File: config.mk
export PLATFORM = sky130hd
export DESIGN_NAME = sync_frame_checksum_deframer_top
export DESIGN_NICKNAME = d
export VERILOG_FILES = /design/src/rtl/core/sfcd_pkg.sv /design/src/rtl/core/sfcd_store.sv /design/src/rtl/core/sfcd_ctrl.sv /design/src/rtl/core/sync_frame_checksum_deframer_top.sv
export SDC_FILE = /design/constraint.sdc
export NUM_CORES = 1
export LEC_CHECK = 0
export BUFFER_PORTS_ARGS = -buffer_cell sky130_fd_sc_hd__buf_2
export CORE_MARGIN = 2
export CORE_UTILIZATION = 60
export CTS_BUF_LIST = sky130_fd_sc_hd__clkbuf_2 sky130_fd_sc_hd__clkbuf_4 sky130_fd_sc_hd__clkbuf_8
export DETAILED_ROUTE_END_ITERATION = 6
export GPL_ROUTABILITY_DRIVEN = 0
export PLACE_DENSITY = 0.78
export SLEW_MARGIN = 5
export SYNTH_ARGS = -nofsm -noshare
export SYNTH_HDL_FRONTEND = slang
export SYNTH_SLANG_ARGS = --single-unit
File: constraint.sdc
create_clock -name clk -period 4.5 [get_ports clk]
set_input_delay 0.675 -clock clk [delete_from_list [all_inputs] [get_ports clk]]
set_output_delay 0.675 -clock clk [all_outputs]
set_load 0.01 [all_outputs]
File: src/rtl/core/sfcd_pkg.sv
// Shared constants and types for the sync-byte frame deframer.
`timescale 1ns / 1ps

package sfcd_pkg;

  localparam int MAX_FRAME_DEF = 64;
  localparam int MIN_FRAME = 3;
  localparam logic [7:0] HEADER_BYTE = 8'd19;
  localparam logic [6:0] FRAME_LEN_RESET = 7'd3;

  // APB register map: one 32-bit register per word
  localparam int ADDR_W = 3;
  localparam logic REG_FRAME_LENGTH = 1'b0;

  typedef enum logic [1:0] {
    ST_HUNT,
    ST_COLLECT,
    ST_DRAIN
  } st_t;

endpackage

File: src/rtl/core/sfcd_store.sv
// Frame byte store: one write port, one registered read port.
`timescale 1ns / 1ps

module sfcd_store
  import sfcd_pkg::*;
#(
  parameter int MAX_FRAME = MAX_FRAME_DEF,
  localparam int AW = $clog2(MAX_FRAME)
) (
  input  logic          clk,
  input  logic          we,
  input  logic [AW-1:0] waddr,
  input  logic [7:0]    wdata,
  input  logic          re,
  input  logic [AW-1:0] raddr,
  output logic [7:0]    rdata
);

  logic [7:0] mem [MAX_FRAME];

  always_ff @(posedge clk) begin
    if (we) begin
      mem[waddr] <= wdata;
    end
  end

  always_ff @(posedge clk) begin
    if (re) begin
      rdata <= mem[raddr];
    end
  end

endmodule

File: src/rtl/core/sfcd_ctrl.sv
// Header hunt, frame collection with running sum, and release of a valid frame.
`timescale 1ns / 1ps

module sfcd_ctrl
  import sfcd_pkg::*;
#(
  parameter int MAX_FRAME = MAX_FRAME_DEF,
  localparam int AW = $clog2(MAX_FRAME),
  localparam int CW = $clog2(MAX_FRAME + 1)
) (
  input  logic          clk,
  input  logic          rst,
  input  logic [6:0]    frame_length,
  input  logic          rx_valid,
  output logic          rx_stall,
  input  logic [7:0]    rx_byte,
  output logic          frame_valid,
  input  logic          frame_stall,
  output logic [7:0]    frame_byte,
  output logic [5:0]    byte_position,
  output logic          last_of_frame,
  output logic          mem_we,
  output logic [AW-1:0] mem_waddr,
  output logic [7:0]    mem_wdata,
  output logic          mem_re,
  output logic [AW-1:0] mem_raddr,
  input  logic [7:0]    mem_rdata
);

  localparam int LW = (CW > 7) ? CW : 7;

  st_t           state, state_next;
  logic [CW-1:0] fill, fill_next;
  logic [7:0]    sum, sum_next;
  logic [CW-1:0] n, n_next;
  logic [CW-1:0] rd_k, rd_k_next;
  logic [CW-1:0] pend_k;
  logic          rd_pend;
  logic          in_acc, out_load;
  logic [LW-1:0] len_raw, eff_len;
  logic [CW-1:0] fill_inc;
  logic [7:0]    sum_inc;

  // frame length saturated to the legal range
  assign len_raw = LW'(frame_length);
  assign eff_len = (len_raw < LW'(MIN_FRAME)) ? LW'(MIN_FRAME) :
                   (len_raw > LW'(MAX_FRAME)) ? LW'(MAX_FRAME) : len_raw;

  assign rx_stall = (state == ST_DRAIN);
  assign in_acc   = rx_valid && !rx_stall;
  assign out_load = rd_pend && (!frame_valid || !frame_stall);
  assign mem_re   = (state == ST_DRAIN) && (rd_k < n) && (!rd_pend || out_load);
  assign mem_raddr = rd_k[AW-1:0];
  assign fill_inc = fill + CW'(1);
  assign sum_inc  = sum + rx_byte;

  always_comb begin
    state_next = state;
    fill_next  = fill;
    sum_next   = sum;
    n_next     = n;
    rd_k_next  = rd_k;
    mem_we     = 1'b0;
    mem_waddr  = fill[AW-1:0];
    mem_wdata  = rx_byte;
    case (state)
      ST_HUNT: begin
        if (in_acc && rx_byte == HEADER_BYTE) begin
          mem_we     = 1'b1;
          mem_waddr  = '0;
          fill_next  = CW'(1);
          sum_next   = rx_byte;
          state_next = ST_COLLECT;
        end
      end
      ST_COLLECT: begin
        if (in_acc) begin
          mem_we    = (fill < CW'(MAX_FRAME));
          fill_next = mem_we ? fill_inc : fill;
          sum_next  = sum_inc;
          if (LW'(fill_next) >= eff_len) begin
            n_next     = fill_next;
            rd_k_next  = '0;
            state_next = (sum_inc == 8'd0) ? ST_DRAIN : ST_HUNT;
          end
        end
      end
      ST_DRAIN: begin
        if (mem_re) begin
          rd_k_next = rd_k + CW'(1);
        end
        if (rd_k == n && !rd_pend) begin
          state_next = ST_HUNT;
        end
      end
      default: begin
        state_next = ST_HUNT;
      end
    endcase
  end

  always_ff @(posedge clk) begin
    if (rst) begin
      state <= ST_HUNT;
    end else begin
      state <= state_next;
    end
  end

  always_ff @(posedge clk) begin
    if (rst) begin
      fill        <= '0;
      sum         <= '0;
      rd_pend     <= 1'b0;
      frame_valid <= 1'b0;
    end else begin
      fill        <= fill_next;
      sum         <= sum_next;
      rd_pend     <= mem_re || (rd_pend && !out_load);
      frame_valid <= out_load || (frame_valid && frame_stall);
    end
  end

  always_ff @(posedge clk) begin
    n    <= n_next;
    rd_k <= rd_k_next;
    if (mem_re) begin
      pend_k <= rd_k;
    end
    if (out_load) begin
      frame_byte    <= mem_rdata;
      byte_position <= 6'(pend_k);
      last_of_frame <= ((pend_k + CW'(1)) == n);
    end
  end

endmodule

File: src/rtl/core/sync_frame_checksum_deframer_top.sv
// Top level of the sync-byte frame deframer with additive checksum.
`timescale 1ns / 1ps

// Takes one received byte per cycle while hunting for the header byte 19
// and while collecting a frame of frame_length bytes (saturated to 3 ..
// MAX_FRAME) into an internal byte store. A frame whose bytes sum to zero
// modulo 256 is released header first, one byte per cycle unless
// frame_stall holds it back, from the store's single read port, the last
// byte flagged; rx_stall is high while the frame is read out of the store,
// also while frame_stall holds the read-out back. Frames with a bad sum
// are dropped without output. frame_length sits at APB byte address 0.

module sync_frame_checksum_deframer_top
  import sfcd_pkg::*;
#(
  parameter int MAX_FRAME = MAX_FRAME_DEF
) (
  input  logic              clk,
  input  logic              rst,
  input  logic              psel,
  input  logic              penable,
  input  logic              pwrite,
  input  logic [ADDR_W-1:0] paddr,
  input  logic [31:0]       pwdata,
  output logic [31:0]       prdata,
  output logic              pready,
  input  logic              rx_valid,
  output logic              rx_stall,
  input  logic [7:0]        rx_byte,
  output logic              frame_valid,
  input  logic              frame_stall,
  output logic [7:0]        frame_byte,
  output logic [5:0]        byte_position,
  output logic              last_of_frame
);

  localparam int AW = $clog2(MAX_FRAME);

  logic [6:0]    frame_length;
  logic          mem_we, mem_re;
  logic [AW-1:0] mem_waddr, mem_raddr;
  logic [7:0]    mem_wdata, mem_rdata;

  assign pready = 1'b1;

  always_ff @(posedge clk) begin
    if (rst) begin
      frame_length <= FRAME_LEN_RESET;
    end else if (psel && penable && pwrite && pready && paddr[2] == REG_FRAME_LENGTH) begin
      frame_length <= pwdata[6:0];
    end
  end

  assign prdata = (paddr[2] == REG_FRAME_LENGTH) ? {25'd0, frame_length} : 32'd0;

  sfcd_ctrl #(
    .MAX_FRAME(MAX_FRAME)
  ) u_ctrl (
    .clk          (clk),
    .rst          (rst),
    .frame_length (frame_length),
    .rx_valid     (rx_valid),
    .rx_stall     (rx_stall),
    .rx_byte      (rx_byte),
    .frame_valid  (frame_valid),
    .frame_stall  (frame_stall),
    .frame_byte   (frame_byte),
    .byte_position(byte_position),
    .last_of_frame(last_of_frame),
    .mem_we       (mem_we),
    .mem_waddr    (mem_waddr),
    .mem_wdata    (mem_wdata),
    .mem_re       (mem_re),
    .mem_raddr    (mem_raddr),
    .mem_rdata    (mem_rdata)
  );

  sfcd_store #(
    .MAX_FRAME(MAX_FRAME)
  ) u_store (
    .clk  (clk),
    .we   (mem_we),
    .waddr(mem_waddr),
    .wdata(mem_wdata),
    .re   (mem_re),
    .raddr(mem_raddr),
    .rdata(mem_rdata)
  );

endmodule
# Word-level counts from Yosys, hierarchy flattened

Memories as Yosys holds them, arrays and structs flattened. A register that Yosys moved wholly into a read port is not among the register bits.
Index checks and enable logic that the tools add are counted.
W data, S select, Z words.

Add/sub/neg operators: 4
$lt $le $gt $ge: 5
Equality and inequality tests: 10
Mux-type cells: 27
Bitwise operators: 1
Reductions and logical operators: 28

Operators by type and width:

| cell                  | count |
|---|---|
| $mux W7               | 9 |
| $pmux W7 S2           | 2 |
| $add A7 B1 Y7 const B | 3 |
| $mux W8               | 2 |
| $pmux W8 S2           | 1 |
| $eq A7 B7 Y1          | 2 |
| $mux W6               | 2 |
| $logic_and A1 B1 Y1   | 11 |
| $mux W2               | 5 |
| $add A8 B8 Y8         | 1 |
| $eq A8 B5 Y1 const B  | 1 |
| $logic_not A8 Y1      | 1 |
| $reduce_and A4 Y1     | 2 |
| $ge A7 B7 Y1          | 1 |
| $gt A7 B7 Y1 const B  | 1 |
| $lt A7 B2 Y1 const B  | 1 |
| $lt A7 B7 Y1          | 1 |
| $lt A7 B7 Y1 const B  | 1 |
| $ne A2 B1 Y1 const B  | 3 |
| $pmux W2 S3           | 1 |
| $reduce_and A3 Y1     | 2 |
| $logic_not A1 Y1      | 5 |
| $logic_or A1 B1 Y1    | 4 |
| $mux W1               | 4 |
| 7 further kinds       | 9 |

Register bits: 62
RAM bits: 512
Input port bits: 50
Output and inout bits: 50
Memories: 1

Memories:

| name        | words | width | read ports | clocked after Yosys merged registers in | write ports | RTL line         | text |
|---|---|---|---|---|---|---|---|
| u_store.mem | 64    | 8     | 1          | 1                                       | 1           | sfcd_store.sv:19 | `logic [7:0] mem [MAX_FRAME];` |

# Depth between registers and ports, before layout

Depth in word-level cells: 8
Depth in mapped cells: 13
Gate-level depth less buffers: 10

# Cells and area by module

A second synthesis with hierarchy kept.

Cells, all modules: 1,331
Area, all modules: 24,031.8 um^2

Modules (own cells, without submodules):

| module                           | instances | cells an instance | area each (um^2) | sequential area each (um^2) |
|---|---|---|---|---|
| sfcd_store                       | 1         | 940               | 20,246.9         | 15,615.0 |
| sfcd_ctrl                        | 1         | 325               | 3,208.1          | 1,461.4 |
| sync_frame_checksum_deframer_top | 1         | 66                | 576.8            | 140.1 |

# Worst setup path after synthesis

OpenSTA, ideal clock, no wires.

Path kind: reg2reg
Start point: register u_ctrl.rd_k[0]
End point: register u_ctrl.pend_k[0], enable pin
Library setup time: 386 ps
Arrival time: 2,647 ps
Required time: 4,114 ps
Path slack: 1,467 ps
Cell stages (with the launch flop): 14
Buffers on the path: 5
Clock period less this slack: 3,033 ps
Path through: edfxtp_1 -> buf_6 -> buf_6 -> buf_6 -> buf_6 -> buf_2 -> inv_1 -> ha_1 -> nor2b_1 -> o21a_1 -> o21a_1 -> o2111ai_1 -> nand3_1 -> nor2_1

Longest elaborated chain between the ends: 3

RTL lines:

| item                             | RTL line                               | text |
|---|---|---|
| start, declared                  | sfcd_ctrl.sv:36                        | `logic [CW-1:0] rd_k, rd_k_next;` |
| start signal, assigned           | sfcd_ctrl.sv:126                       | `rd_k <= rd_k_next;` |
| $lt A7 B7 Y1                     | sfcd_ctrl.sv:52                        | `assign mem_re = (state == ST_DRAIN) && (rd_k < n) && (!rd_pend \|\| out_load);` |
| $logic_and A1 B1 Y1 (2 in a row) | sfcd_ctrl.sv:52                        |  |
| named net mem_re                 | sync_frame_checksum_deframer_top.sv:40 | `logic mem_we, mem_re;` |
| end signal, assigned             | sfcd_ctrl.sv:128                       | `pend_k <= rd_k;` |
| end, declared                    | sfcd_ctrl.sv:37                        | `logic [CW-1:0] pend_k;` |

The timed path passes the listed nets, and every way through them passes these cells.
A chain may end at the register's enable or synchronous reset.

# Final worst setup path

Start point: register u_ctrl.state[0]
End point: memory u_store.mem[21][2], enable pin

Longest elaborated chain between the ends: 8
Elaborated cells on any way between the ends: 13
Those cells by class: eq/ne (2); mux (7); reduce/logical (4)

RTL lines:

| item                          | RTL line         | text |
|---|---|---|
| start, declared               | sfcd_ctrl.sv:32  | `st_t state, state_next;` |
| start signal, assigned        | sfcd_ctrl.sv:106 | `state <= state_next;` |
| $eq A2 B2 Y1                  | sfcd_ctrl.sv:49  | `assign rx_stall = (state == ST_DRAIN);` |
| $logic_not A1 Y1              | sfcd_ctrl.sv:50  | `assign in_acc = rx_valid && !rx_stall;` |
| $logic_and A1 B1 Y1           | sfcd_ctrl.sv:50  |  |
| $logic_and A1 B1 Y1           | sfcd_ctrl.sv:68  | `if (in_acc && rx_byte == HEADER_BYTE) begin` |
| $mux W1                       | sfcd_ctrl.sv:68  |  |
| $pmux W1 S2                   | sfcd_ctrl.sv:66  | `case (state)` |
| $mux W1                       | sfcd_store.sv:22 | `if (we) begin` |
| $mux W1 (not written as such) | sfcd_store.sv:23 | `mem[waddr] <= wdata;` |
| end, declared                 | sfcd_store.sv:19 |  |

Parallel ways exist; a longest one is shown, timed or not.

==> flow_summary.json <==
{
  "cts_resized": 0,
  "die-area_um2": 41200,
  "slew_violations": 0,
  "arrival_ns": 3.50,
  "cp.required_ns": 4.77,
  "antennaDiodeCount": 0,
  "clock_sinks": 582,
  "endpoint_kind": "flop",
  "n_fill_cell": 2436,
  "numCtsBuffers": 90,
  "fin_setup_tns_ns": 0,
  "coreArea_um2": 38800,
  "dp_worst_setup_slack_ns": 1.15,
  "p_leak_uw": 0.00870,
  "grt_setup_unrepaired": "false",
  "power.density_nw_per_um2": 395,
  "drt-met1-wl_mm": 19.0,
  "async_flop_share_pct": 0,
  "tightest_slew_ns": 1.13,
  "critPathMaxStageDelay_ns": 0.97,
  "num-nets-final": 1505,
  "wl_met3_mm": 4.14,
  "netlist_instances": 1333,
  "port_buffers": 46,
  "boundaryPins": 100,
  "die_h_um": 203,
  "min_path_cells": 3,
  "cts.reportedPaths.clkPinSlew_ns": 0.07,
  "drt-pass1-iter-count": 6,
  "initial_core_util_pct": 61.2,
  "cts_hold_buf": 0,
  "finalHoldViolations": 0,
  "synth_edf_count": 556,
  "viasPerCell": 6.19,
  "ant_nets": 0,
  "syn_avg_cell_area_um2": 17.8,
  "grt_usage_pct": 24.2,
  "syn_area_um2": 23800,
  "setup_viol": 0,
  "crit_chain": "inv_1 -> nor4_1 -> nand3_1 -> nor2_1",
  "grt_max_degree": 93,
  "dp_hpwl_mm": 29.7,
  "setup_ws_ns": 1.27,
  "status": "finished, final reports clean",
  "timing.final.crit_share_pct": 71.8,
  "crit_slowest_cell": "nor2_1",
  "maxCapViolCount": 0,
  "cts.htree.levels": 3,
  "root_buffer": "clkbuf_8",
  "place_area_um2": 24400,
  "vias": 12509,
  "fp-row-count": 72,
  "fin_skew_ns": 0.0241,
  "slew_headroom_pct": 24.5,
  "cp_max_fo": 8,
  "die_w_um": 203,
  "drt_wl_total_mm": 48.9,
  "path_buf_inv": 1,
  "worstSetupStartpointType": "flop",
  "synth-seq-cells": 582,
  "synth_warnings": 0,
  "worst_skew_pair.late_latency_ns": 0.66,
  "final_area_um2": 26200,
  "top_layer": "met4",
  "reg2reg_slack_ns": 1.27,
  "first_iter_violations": 1316,
  "drive_gt1_share_pct": 24.2,
  "whs_ns": 0.266,
  "cts_setup_buffers": 0,
  "fmax_ghz": 0.309,
  "syn2layout_area_growth_pct": 10.2,
  "wl_met2_mm": 24.2,
  "cts_tree": "done",
  "fin_crit_ns": 3.23,
  "drc_errors": 0,
  "wl_per_cell_um": 24.2,
  "vdd_ir_drop_max_uv": 246,
  "cp_top_family": "simple AND/OR/NAND/NOR gates",
  "hold_class": "input port to flop",
  "gr-total-overflow": 0,
  "synth.distinct_cells": 57,
  "antenna_found_initial": 0,
  "rr_worst_depth": 4,
  "fin_util_pct": 67.4,
  "grt_pass1_wl_mm": 73.5,
  "seq_area_frac_synth_pct": 72.4,
  "worstSetupPathType": "flop to flop",
  "critical_path_depth": 4,
  "grt_pass1_vias": 12750,
  "synth_ff_type": "edfxtp_1",
  "clk_path_buf_depth": 3
}
## layout make-up
class                   count  area, um2  area share, %
clock inverters            33        188          0.717
repair buffers             74        490           1.87
clock buffers             132       1570           5.98
multi-input cells         663       6010           22.9
well taps                 518        648           2.47
inverters                  19       71.3          0.272
flip-flops and latches    582      17200           65.7
## path summary, 6_finish.rpt
path | startpoint | endpoint
setup / recovery | u_ctrl.state[0] | u_store.mem[21][2]
hold / removal | pwdata[5] | frame_length[5]
setup reg to reg | u_ctrl.state[0] | u_store.mem[21][2]
hold reg to reg | u_store.rdata[2] | u_ctrl.frame_byte[2]
## cell families after synthesis
family / count (synthesis) / synth area share, %
DFF: 582 / 72.4
xor gates and xnor gates: 27 / 0.995
AOI/OAI and AO/OA: 134 / 3.82
adders and majority gates: 25 / 1.35
and+or+nand+nor: 292 / 5.87
buffers and inverters: 112 / 2.67
muxes: 159 / 12.8
other: 2 / 0.0316
## cell usage after synthesis, types with 2 or more instances
master	number	share of area (%)
o21bai_1	3	0.095
buf_6	12	0.57
nand2b_1	9	0.24
o21ai_0	9	0.19
nand4_1	6	0.16
a2111oi_0	7	0.26
and3_1	4	0.11
a211o_1	2	0.074
inv_1	19	0.30
or2_2	2	0.053
conb_1	2	0.032
nor3_1	8	0.17
o21a_1	5	0.16
mux4_2	114	11
ha_1	24	1.3
mux2i_1	21	0.88
clkbuf_1	33	0.52
nor4_1	11	0.29
a31oi_1	16	0.42
nor3b_1	3	0.095
a22oi_1	12	0.38
xor2_1	10	0.37
nand2_1	41	0.65
nand4b_1	4	0.15
mux2_2	24	1.1
nand3_1	34	0.72
dfxtp_1	26	2.2
o22ai_1	9	0.24
xnor2_1	17	0.63
a221oi_1	8	0.29
a21oi_1	32	0.67
buf_4	29	0.92
nor2b_1	37	0.97
nor2_1	123	1.9
or3_1	3	0.079
buf_1	7	0.11
o211ai_1	2	0.063
a211oi_1	19	0.60
nand3b_1	2	0.063
buf_2	12	0.25
edfxtp_1	556	70
## worst min-delay path, cell delays in order
cell     delay, ns
buf_2         0.07
mux2i_1       0.05
nor2_1        0.07
## layout by cell type (no fill, tap or decap), types with 8 or more instances in the layout
cell	instances
nor3_1	8
nor2b_1	37
edfxtp_1	556
buf_2	46
mux2_2	24
nor2_1	123
nand2_1	41
a211oi_1	19
a22oi_1	12
mux4_2	114
nand3_1	34
buf_4	24
dfxtp_1	26
o22ai_1	9
ha_1	24
o21ai_0	9
conb_1	26
nor4_1	11
mux2i_1	21
xor2_1	10
clkbuf_4	40
inv_1	19
a221oi_1	8
clkinv_1	19
a21oi_1	32
a31oi_1	16
clkbuf_8	92
xnor2_1	17
nand2b_1	9
## report_power, final
| group | total, uW | switching [uW] | internal, uW |
|---|---|---|---|
| Combinational | 142 | 116 | 25.5 |
| Sequential | 5930 | 1.71 | 5920 |
| Clock | 4270 | 1970 | 2300 |
| Total | 10300 | 2090 | 8250 |
## sequential cells by signal, summed over array words and instances, names as in the netlist
signal,count
u_ctrl.byte_position,6
u_ctrl.state,2
u_store.rdata,8
u_ctrl.pend_k,7
u_ctrl.frame_valid,1
u_ctrl.last_of_frame,1
u_ctrl.sum,8
u_ctrl.rd_pend,1
u_ctrl.fill,7
u_store.mem,512
u_ctrl.frame_byte,8
u_ctrl.n,7
frame_length,7
u_ctrl.rd_k,7
## stage by stage
stage	power, uW	instances
5_1_grt	10600	2021
4_1_cts	10400	2021
3_3_place_gp	6170	1856
6_report	10300	2021
3_5_place_dp	6180	1856
2_1_floorplan	6090	1357
## routing by layer
| metal | vias up | track usage (%) |
|---|---|---|
| li1 | 5481 | - |
| met5 | - | 0 |
| met3 | 118 | 4.93 |
| met2 | 618 | 39.2 |
| met4 | 0 | 9.05 |
| met1 | 6292 | 33.1 |
Power figures use the tool's default switching activity.
